**config.mk**
```make
export PLATFORM = sky130hd
export DESIGN_NAME = scancode_to_char_fifo_core
export DESIGN_NICKNAME = d
export VERILOG_FILES = /design/src/sv/sccf_pkg.sv /design/src/sv/scancode_to_char_fifo_core.sv
export SDC_FILE = /design/constraint.sdc
export NUM_CORES = 1
export LEC_CHECK = 0
export ABC_AREA = 0
export BUFFER_PORTS_ARGS = -buffer_cell sky130_fd_sc_hd__buf_2
export CAP_MARGIN = 10
export CORE_MARGIN = 8
export CORE_UTILIZATION = 30
export DETAILED_ROUTE_END_ITERATION = 10
export GPL_TIMING_DRIVEN = 0
export MAX_ROUTING_LAYER = met4
export PLACE_DENSITY = 0.49
export SYNTH_ARGS = -nofsm -noshare
export SYNTH_HDL_FRONTEND = slang
export SYNTH_SLANG_ARGS = --single-unit
```
**constraint.sdc**
```tcl
create_clock -name clk_i -period 5.6 [get_ports clk_i]
set_clock_uncertainty 0.05 [all_clocks]
set_input_delay 1.12 -clock clk_i [delete_from_list [all_inputs] [get_ports clk_i]]
set_output_delay 1.12 -clock clk_i [all_outputs]
set_load 0.1 [all_outputs]
```
**src/sv/sccf_pkg.sv**
```systemverilog
`timescale 1ns / 1ps
// ----------------------------------------------------------------------------
// sccf_pkg
// Types, codes and key tables for the set-1 scancode decoder with its queue.
// ----------------------------------------------------------------------------
package sccf_pkg;

  localparam int unsigned QueueDepthDefault = 64;

  localparam logic [7:0] KeyRelease = 8'h80;
  localparam logic [6:0] KeyLShift  = 7'h2A;
  localparam logic [6:0] KeyRShift  = 7'h36;
  localparam logic [6:0] KeyCtrl    = 7'h1D;
  localparam logic [6:0] KeyAlt     = 7'h38;
  localparam logic [6:0] KeyCaps    = 7'h3A;
  localparam logic [6:0] TableLen   = 7'd58;
  localparam logic [7:0] CaseStep   = 8'd32;

  localparam logic KindScan = 1'b0;
  localparam logic KindRead = 1'b1;

  // Mode codes as seen on the result channel
  localparam logic [2:0] ModeCodeNormal    = 3'd0;
  localparam logic [2:0] ModeCodeShift     = 3'd1;
  localparam logic [2:0] ModeCodeCaps      = 3'd2;
  localparam logic [2:0] ModeCodeShiftCaps = 3'd3;
  localparam logic [2:0] ModeCodeCtrl      = 3'd4;
  localparam logic [2:0] ModeCodeAlt       = 3'd5;

  typedef enum logic [5:0] {
    MODE_NORMAL     = 6'b000001,
    MODE_SHIFT      = 6'b000010,
    MODE_CAPS       = 6'b000100,
    MODE_SHIFT_CAPS = 6'b001000,
    MODE_CTRL       = 6'b010000,
    MODE_ALT        = 6'b100000
  } mode_e;

  typedef struct packed {
    logic       kind;
    logic [7:0] scancode;
  } scan_in_t;

  typedef struct packed {
    logic [6:0] char_out;
    logic       char_valid;
    logic       char_stored;
    logic       char_dropped;
    logic [2:0] mode_now;
  } char_res_t;

  function automatic logic [2:0] mode_code(mode_e m);
    logic [2:0] c;
    case (m)
      MODE_NORMAL:     c = ModeCodeNormal;
      MODE_SHIFT:      c = ModeCodeShift;
      MODE_CAPS:       c = ModeCodeCaps;
      MODE_SHIFT_CAPS: c = ModeCodeShiftCaps;
      MODE_CTRL:       c = ModeCodeCtrl;
      MODE_ALT:        c = ModeCodeAlt;
      default:         c = ModeCodeNormal;
    endcase
    return c;
  endfunction

  function automatic mode_e next_mode(mode_e m, logic [7:0] code);
    logic       up;
    logic [6:0] k;
    logic       shift;
    mode_e      n;
    up    = (code & KeyRelease) != 8'h00;
    k     = code[6:0];
    shift = (k == KeyLShift) || (k == KeyRShift);
    n     = m;
    case (m)
      MODE_NORMAL: begin
        if (!up) begin
          if (shift)                n = MODE_SHIFT;
          else if (k == KeyCtrl)    n = MODE_CTRL;
          else if (k == KeyAlt)     n = MODE_ALT;
          else if (k == KeyCaps)    n = MODE_CAPS;
        end
      end
      MODE_SHIFT: begin
        if (up && shift)               n = MODE_NORMAL;
        else if (!up && k == KeyCaps)  n = MODE_SHIFT_CAPS;
      end
      MODE_CAPS: begin
        if (!up && k == KeyCaps)       n = MODE_NORMAL;
        else if (!up && shift)         n = MODE_SHIFT_CAPS;
      end
      MODE_SHIFT_CAPS: begin
        if (up && shift)               n = MODE_CAPS;
        else if (!up && k == KeyCaps)  n = MODE_SHIFT;
      end
      MODE_CTRL: begin
        if (up && k == KeyCtrl)        n = MODE_NORMAL;
      end
      MODE_ALT: begin
        if (up && k == KeyAlt)         n = MODE_NORMAL;
      end
      default: n = m;
    endcase
    return n;
  endfunction

  function automatic logic [7:0] plain_map(logic [5:0] k);
    logic [7:0] c;
    case (k)
      6'd1:  c = 8'd27;
      6'd2:  c = "1";
      6'd3:  c = "2";
      6'd4:  c = "3";
      6'd5:  c = "4";
      6'd6:  c = "5";
      6'd7:  c = "6";
      6'd8:  c = "7";
      6'd9:  c = "8";
      6'd10: c = "9";
      6'd11: c = "0";
      6'd12: c = ")";
      6'd13: c = "^";
      6'd14: c = 8'd8;
      6'd15: c = 8'd9;
      6'd16: c = "a";
      6'd17: c = "z";
      6'd18: c = "e";
      6'd19: c = "r";
      6'd20: c = "t";
      6'd21: c = "y";
      6'd22: c = "u";
      6'd23: c = "i";
      6'd24: c = "o";
      6'd25: c = "p";
      6'd26: c = "^";
      6'd27: c = "$";
      6'd28: c = 8'd10;
      6'd30: c = "q";
      6'd31: c = "s";
      6'd32: c = "d";
      6'd33: c = "f";
      6'd34: c = "g";
      6'd35: c = "h";
      6'd36: c = "j";
      6'd37: c = "k";
      6'd38: c = "l";
      6'd39: c = "m";
      6'd40: c = "%";
      6'd41: c = "*";
      6'd43: c = "*";
      6'd44: c = "w";
      6'd45: c = "x";
      6'd46: c = "c";
      6'd47: c = "v";
      6'd48: c = "b";
      6'd49: c = "n";
      6'd50: c = ",";
      6'd51: c = ";";
      6'd52: c = ":";
      6'd53: c = "!";
      6'd57: c = " ";
      default: c = 8'd0;
    endcase
    return c;
  endfunction

  function automatic logic [7:0] upper_map(logic [5:0] k);
    logic [7:0] c;
    case (k)
      6'd1:  c = 8'd27;
      6'd2:  c = "!";
      6'd3:  c = "@";
      6'd4:  c = "#";
      6'd5:  c = "$";
      6'd6:  c = "%";
      6'd7:  c = "^";
      6'd8:  c = "&";
      6'd9:  c = "*";
      6'd10: c = "(";
      6'd11: c = ")";
      6'd13: c = "+";
      6'd14: c = 8'd8;
      6'd15: c = 8'd9;
      6'd16: c = "A";
      6'd17: c = "Z";
      6'd18: c = "E";
      6'd19: c = "R";
      6'd20: c = "T";
      6'd21: c = "Y";
      6'd22: c = "U";
      6'd23: c = "I";
      6'd24: c = "O";
      6'd25: c = "P";
      6'd26: c = "{";
      6'd27: c = "}";
      6'd28: c = 8'd10;
      6'd30: c = "Q";
      6'd31: c = "S";
      6'd32: c = "D";
      6'd33: c = "F";
      6'd34: c = "G";
      6'd35: c = "H";
      6'd36: c = "J";
      6'd37: c = "K";
      6'd38: c = "L";
      6'd39: c = "M";
      6'd40: c = "/";
      6'd41: c = "~";
      6'd43: c = "|";
      6'd44: c = "W";
      6'd45: c = "X";
      6'd46: c = "C";
      6'd47: c = "V";
      6'd48: c = "B";
      6'd49: c = "N";
      6'd50: c = "?";
      6'd51: c = ".";
      6'd52: c = "/";
      6'd53: c = "_";
      6'd57: c = " ";
      default: c = 8'd0;
    endcase
    return c;
  endfunction

  // Character for a pressed key in the given mode, zero for none
  function automatic logic [6:0] key_char(logic [6:0] k, mode_e m);
    logic [7:0] c;
    c = 8'd0;
    if (k < TableLen) begin
      case (m)
        MODE_NORMAL: c = plain_map(k[5:0]);
        MODE_SHIFT:  c = upper_map(k[5:0]);
        MODE_CAPS: begin
          c = plain_map(k[5:0]);
          if (c >= "a" && c <= "z") c = c - CaseStep;
        end
        MODE_SHIFT_CAPS: begin
          c = upper_map(k[5:0]);
          if (c >= "A" && c <= "Z") c = c + CaseStep;
        end
        default: c = 8'd0;
      endcase
    end
    return c[6:0];
  endfunction

endpackage

```
**src/sv/scancode_to_char_fifo_core.sv**
```systemverilog
`timescale 1ns / 1ps
// ----------------------------------------------------------------------------
// scancode_to_char_fifo_core
// Set-1 scancode to character decoder feeding a character ring buffer.
// ----------------------------------------------------------------------------
//  channel  | direction | handshake              | payload
//  ---------+-----------+------------------------+----------------------------
//  in       | input     | in_valid_i/in_ready_o  | in_data_i  (scan_in_t)
//  out      | output    | out_valid_o/out_ready_i| out_data_o (char_res_t)
//
//  One transfer per cycle while the output does not stall; a result passes
//  decode and ring access, then the output register with the ring data.
//  Mode and ring indices update at the input transfer; the ring memory is
//  written there and read into a data register in the same edge.
//  Reset clears mode and indices at once; the ring needs no clearing pass.
//  A stalled output holds both stages; input stays open while a stage is free.
// ----------------------------------------------------------------------------
module scancode_to_char_fifo_core
  import sccf_pkg::*;
#(
  parameter int unsigned QUEUE_DEPTH = QueueDepthDefault
) (
  input  logic      clk_i,
  input  logic      rst_ni,
  input  logic      in_valid_i,
  output logic      in_ready_o,
  input  scan_in_t  in_data_i,
  output logic      out_valid_o,
  input  logic      out_ready_i,
  output char_res_t out_data_o
);

  localparam int unsigned AW = (QUEUE_DEPTH > 1) ? $clog2(QUEUE_DEPTH) : 1;
  localparam logic [AW-1:0] LastIdx = AW'(QUEUE_DEPTH - 1);

  logic [6:0] mem_q [QUEUE_DEPTH];
  logic [6:0] rdata_q;

  mode_e         mode_q, mode_d;
  logic [AW-1:0] wr_q, wr_d, rd_q, rd_d, wr_inc, rd_inc;

  logic      s1_valid_q, s2_valid_q;
  char_res_t s1_res_q, s1_res_d, s2_res_q, s2_res_d;
  logic      s1_adv, in_xfer;
  logic      push, pop, full, empty;
  logic [6:0] ch;

  assign s1_adv     = !s2_valid_q || out_ready_i;
  assign in_ready_o = !s1_valid_q || s1_adv;
  assign in_xfer    = in_valid_i && in_ready_o;

  assign wr_inc = (wr_q == LastIdx) ? '0 : wr_q + AW'(1);
  assign rd_inc = (rd_q == LastIdx) ? '0 : rd_q + AW'(1);
  assign full   = (wr_inc == rd_q);
  assign empty  = (wr_q == rd_q);

  always_comb begin
    mode_d   = mode_q;
    wr_d     = wr_q;
    rd_d     = rd_q;
    push     = 1'b0;
    pop      = 1'b0;
    ch       = '0;
    s1_res_d = '0;
    if (in_xfer) begin
      if (in_data_i.kind == KindScan) begin
        mode_d = next_mode(mode_q, in_data_i.scancode);
        if ((in_data_i.scancode & KeyRelease) == 8'h00) begin
          ch = key_char(in_data_i.scancode[6:0], mode_d);
        end
        if (ch != '0) begin
          if (!full) begin
            push                 = 1'b1;
            wr_d                 = wr_inc;
            s1_res_d.char_stored = 1'b1;
          end else begin
            s1_res_d.char_dropped = 1'b1;
          end
        end
      end else if (!empty) begin
        pop                 = 1'b1;
        rd_d                = rd_inc;
        s1_res_d.char_valid = 1'b1;
      end
      s1_res_d.mode_now = mode_code(mode_d);
    end
  end

  // Ring storage: write on push, registered read on pop
  always_ff @(posedge clk_i) begin
    if (push) begin
      mem_q[wr_q] <= ch;
    end
    if (pop) begin
      rdata_q <= mem_q[rd_q];
    end
  end

  always_ff @(posedge clk_i or negedge rst_ni) begin
    if (!rst_ni) begin
      mode_q     <= MODE_NORMAL;
      wr_q       <= '0;
      rd_q       <= '0;
      s1_valid_q <= 1'b0;
      s2_valid_q <= 1'b0;
    end else begin
      mode_q <= mode_d;
      wr_q   <= wr_d;
      rd_q   <= rd_d;
      if (in_ready_o) begin
        s1_valid_q <= in_xfer;
      end
      if (s1_adv) begin
        s2_valid_q <= s1_valid_q;
      end
    end
  end

  // Merge the ring read data into the result as it advances
  always_comb begin
    s2_res_d          = s1_res_q;
    s2_res_d.char_out = s1_res_q.char_valid ? rdata_q : 7'd0;
  end

  always_ff @(posedge clk_i) begin
    if (in_xfer) begin
      s1_res_q <= s1_res_d;
    end
    if (s1_adv && s1_valid_q) begin
      s2_res_q <= s2_res_d;
    end
  end

  assign out_valid_o = s2_valid_q;
  assign out_data_o  = s2_res_q;

  // A queued character is never zero, so a popped one is not either
  assert property (@(posedge clk_i) disable iff (!rst_ni)
    out_valid_o && out_data_o.char_valid |-> out_data_o.char_out != 7'd0)
    else $error("popped character is zero");

  // A push never fills the last free slot
  assert property (@(posedge clk_i) disable iff (!rst_ni)
    push |=> wr_q != rd_q)
    else $error("ring indices met after push");

  // Ctrl and alt modes produce no character
  assert property (@(posedge clk_i) disable iff (!rst_ni)
    out_valid_o && (out_data_o.char_stored || out_data_o.char_dropped) |->
      out_data_o.mode_now != ModeCodeCtrl && out_data_o.mode_now != ModeCodeAlt)
    else $error("character produced in ctrl or alt mode");

  // A stalled result holds its place
  assert property (@(posedge clk_i) disable iff (!rst_ni)
    out_valid_o && !out_ready_i |=> out_valid_o && $stable(out_data_o))
    else $error("stalled result changed");

endmodule
```
==> results summary <==
The flow ran to the end, and the final reports show no timing, DRC or antenna violations. The clock tree root driver cell is clkbuf_16. Among all flip-flop cells after synthesis, the most frequent one is edfxtp_1. The hold-fix buffer count after cts came out at 0.

The most used cell along the critical path is buf_2. The area of the die is 0.0815 mm2. The post-synthesis cell type count is 87. The placer's final routability congestion estimate is 0.915. The area growth from synthesis to final layout came out at 15.5%.

The highest cell delay on the worst timing path is 0.61 ns. Global routing used 14.0% of the available tracks. The mean post-synth cell area is 17.3 um2. Including well taps, the total number of placed cells is 2254. The final cycle utilization of the critical path came out at 97.1%. The worst-case setup slack after placement came out at -0.865 ns. The post-layout instance count excluding filler cells is 2344.

At the later pin of the worst-skew pair, clock insertion delay measures 0.58 ns. The average wire per standard cell came out at 24.2 um. The number of global-route vias before repair came to 12400. The first global-routing pass estimated 84100 um of wire.

The floorplan has 99 rows. The peak ir drop on the vdd network is 0.241 mV. The post-synthesis instance area is 0.0218 mm2.

The first-pass iteration count of the detailed router came out at 5. The share of synthesized area occupied by flip-flops and latches came out at 67.6%. Setup repair after global routing could not meet its margin everywhere. In this run the tightest slew margin relative to its limit is 21.5%. In the routed design, unresolved DRC markers number 0. The fraction of final layout cells with drive strength greater than 1 came out at 26.6%. The number of ports placed on the die boundary is 28. The clock drives 494 sinks. The longest clock path from root to sink contains 3 buffers.

Data on the critical path is required at its endpoint by 5.77 ns. The initial detailed-routing violation count came out at 1025. The peak fanout along the critical path came out at 11. The number of CTS-inserted buffers came out at 50.

STA classifies the critical path startpoint as a primary input. The number of flops mapped to enable cells by yosys is 474. The least setup slack across all paths after layout is 0.161 ns. The HPWL after detailed placement is 39200 um.

The final layout contains 1373 nets. The data arrival time of the critical path is 5.61 ns. The worst path needs 5.44 ns of the cycle, external delays included. The via count is 12200.

The worst hold-check path type is flop to flop. Entering global routing, the biggest net connects 41 pins. When the netlist entered floorplanning its net count stood at 1285. The total leakage power is 7.48 nW. The power per unit of standard cell area is 382 mW/mm2. During placement, the flow inserted port buffers numbering 26. Walking the worst path, the cells encountered are buf_2 > buf_2 > inv_1 > ha_1 > nand2b_2 > a211oi_1 > o21ai_1 > or4_1 > o32ai_2 > a2111o_1 > a221oi_4 > or4b_1 > buf_2 > nor2_2.

The detail-routed via count per cell is 5.22. The count of mapped cells out of synthesis is 1261. The critical path start-end classification is primary input to flop. The number of H-tree levels came out at 2. The share of the core filled with cells is 34.8%. The actual slew at the worst max-slew pin came out at 1.16 ns. The die is 286 um wide. From bottom edge to top edge, the die measures 286 um. The share of flip-flops with an asynchronous set or reset came out at 4.05%. The endpoint class of the critical path is a flop.

The final setup violation count came out at 0. TritonCTS built the clock tree. The total detailed-routing wirelength is 56700 um. Synthesis inferred 494 register bits.

The final hold violation count is 0. The clock input transition at the sequential cells of the worst setup and hold paths came out at 0.06 ns. The core region area came out at 0.0725 mm2.

The slowest stage of the critical path belongs to the cell or4_1. The aggregate global routing overflow is 0. The number of max-capacitance violations reported is 0. The effective utilization at floorplan is 30.1%. The detail route stage leaves a number of antenna-violating nets equal to 0.

The number of antenna violations at the first check in global routing is 0. The number of antenna diodes in the final layout is 0. The max-slew violation total from the final report is 0.

Derived from the worst setup path, the maximum achievable clock frequency is 184 MHz. The number of warnings reported in the yosys synthesis log came out at 0.
==> cells by family after synthesis <==
group,share of synthesized area (%)
buffers and inverters,2.15
flip-flops,67.6
AO/OA/AOI/OAI,5.80
XOR/XNOR,0.804
adder cells (fa/ha/maj),0.631
AND/OR/NAND/NOR,7.35
multiplexers,15.7
==> layout by cell type, fill, tap and decap left out, types with 7 or more instances in the layout <==
cell,count
nor2_1,43
nand2_1,47
and2_1,15
clkbuf_16,52
nor3_2,27
nand3b_1,10
a211oi_1,7
nor4_1,8
dfrtp_1,19
ha_1,10
nand3_1,11
clkinv_2,9
xnor2_1,12
mux4_2,147
buf_1,18
clkbuf_1,51
nor2_2,23
nand2b_1,26
buf_4,9
xor2_1,8
clkinv_1,7
edfxtp_1,474
clkbuf_8,7
a31oi_1,8
nor3_1,10
nor2b_1,18
o21ai_1,11
o21ai_0,26
buf_2,43
nor2_4,11
a21oi_1,32
o211ai_1,9
buf_12,7
inv_1,15
==> power breakdown <==
group / switching (mW) / total (mW) / internal (mW)
clock: 1.36 / 3.24 / 1.88
combinational: 1.33 / 2.28 / 0.944
sequential: 0.0332 / 4.10 / 4.06
total: 2.73 / 9.62 / 6.89
==> synth_stat cells, types with 6 or more instances <==
cell type | count | area share (%)
a211oi_1 | 7 | 0.24
a21oi_1 | 32 | 0.73
a31oi_1 | 8 | 0.23
and2_1 | 16 | 0.46
buf_1 | 18 | 0.31
buf_2 | 15 | 0.34
buf_4 | 9 | 0.31
clkbuf_1 | 43 | 0.74
dfrtp_1 | 19 | 2.2
edfxtp_1 | 474 | 65
ha_1 | 11 | 0.63
inv_1 | 15 | 0.26
mux2i_1 | 6 | 0.28
mux4_2 | 147 | 15
nand2_1 | 47 | 0.81
nand2b_1 | 27 | 0.77
nand3_1 | 11 | 0.25
nand3b_1 | 10 | 0.34
nand4_1 | 6 | 0.17
nor2_1 | 69 | 1.2
nor2_2 | 8 | 0.23
nor2b_1 | 19 | 0.55
nor3_1 | 38 | 0.87
nor4_1 | 8 | 0.23
o211ai_1 | 9 | 0.31
o21ai_0 | 26 | 0.60
o21ai_1 | 11 | 0.25
o31ai_1 | 6 | 0.21
or2_1 | 6 | 0.17
xnor2_1 | 12 | 0.48
xor2_1 | 8 | 0.32
==> metal layers <==
| layer | vias up | share of wire (%) | GRT usage [%] |
|---|---|---|---|
| met2 | 340 | 48 | 22.4 |
| li1 | 5319 | - | - |
| met1 | 6498 | 45 | 19.0 |
| met3 | 76 | 4.7 | 1.96 |
| met4 | 0 | 1.7 | 3.03 |
| met5 | - | 0 | - |
==> worst paths after layout <==
check	startpoint	to	slack, ns	depth (start not counted)
max in group asynchronous	rst_ni	wr_q[5]	4.60	1
setup reg to reg	rd_q[0]	rdata_q[0]	1.11	6
hold reg to reg	s1_res_q[1]	out_data_o[1]	0.35	0
setup / recovery	in_data_i[1]	mem_q[18][3]	0.16	14
min in group asynchronous	rst_ni	wr_q[3]	0.49	1
hold / removal	s1_res_q[1]	out_data_o[1]	0.35	0
==> timing repair <==
action,4_1_cts,5_1_grt
endpoints found under the hold margin,0,0
pin swaps,0,1
gates resized for setup,26,36
setup buffers,0,0
endpoints found under the setup margin,224,445
==> registers in the layout, summed over array words and instances (netlist names) <==
signal,flops
s1_valid_q,1
out_valid_o,1
wr_q,6
rd_q,6
mode_q,6
rdata_q,7
mem_q,448
out_data_o,13
s1_res_q,6
==> cell type report <==
cell class	instances	area [um2]
buffer	86	399
clock buffer	70	1440
clock inverter	18	158
fill	6893	47300
inverter	17	63.8
multi-input combinational	662	6890
sequential	494	14700
tap	959	1200
timing repair buffer	38	298
==> critical path: cells and delay by family <==
kind                     cells  cell delay, ns
AO/OA/AOI/OAI                5            1.21
buffers and inverters        4            0.96
adder cells (fa/ha/maj)      1            0.43
AND/OR/NAND/NOR              4            1.87
==> stage by stage <==
| step | total power, mW | area (um2) | hold WS, ns | TNS (ns) |
|---|---|---|---|---|
| floorplan | 5.74 | 21800 | 0.350 | 0 |
| global placement | 6.47 | 23100 | 0.359 | -1155.07 |
| detailed placement | 6.47 | 23300 | 0.363 | -276.53 |
| CTS | 9.72 | 25000 | 0.347 | -6.98 |
| global route | 9.97 | 25200 | 0.359 | -1.12 |
| finish | 9.62 | 25200 | 0.352 | 0 |
Note: power is estimated with default switching activity, not from simulation.
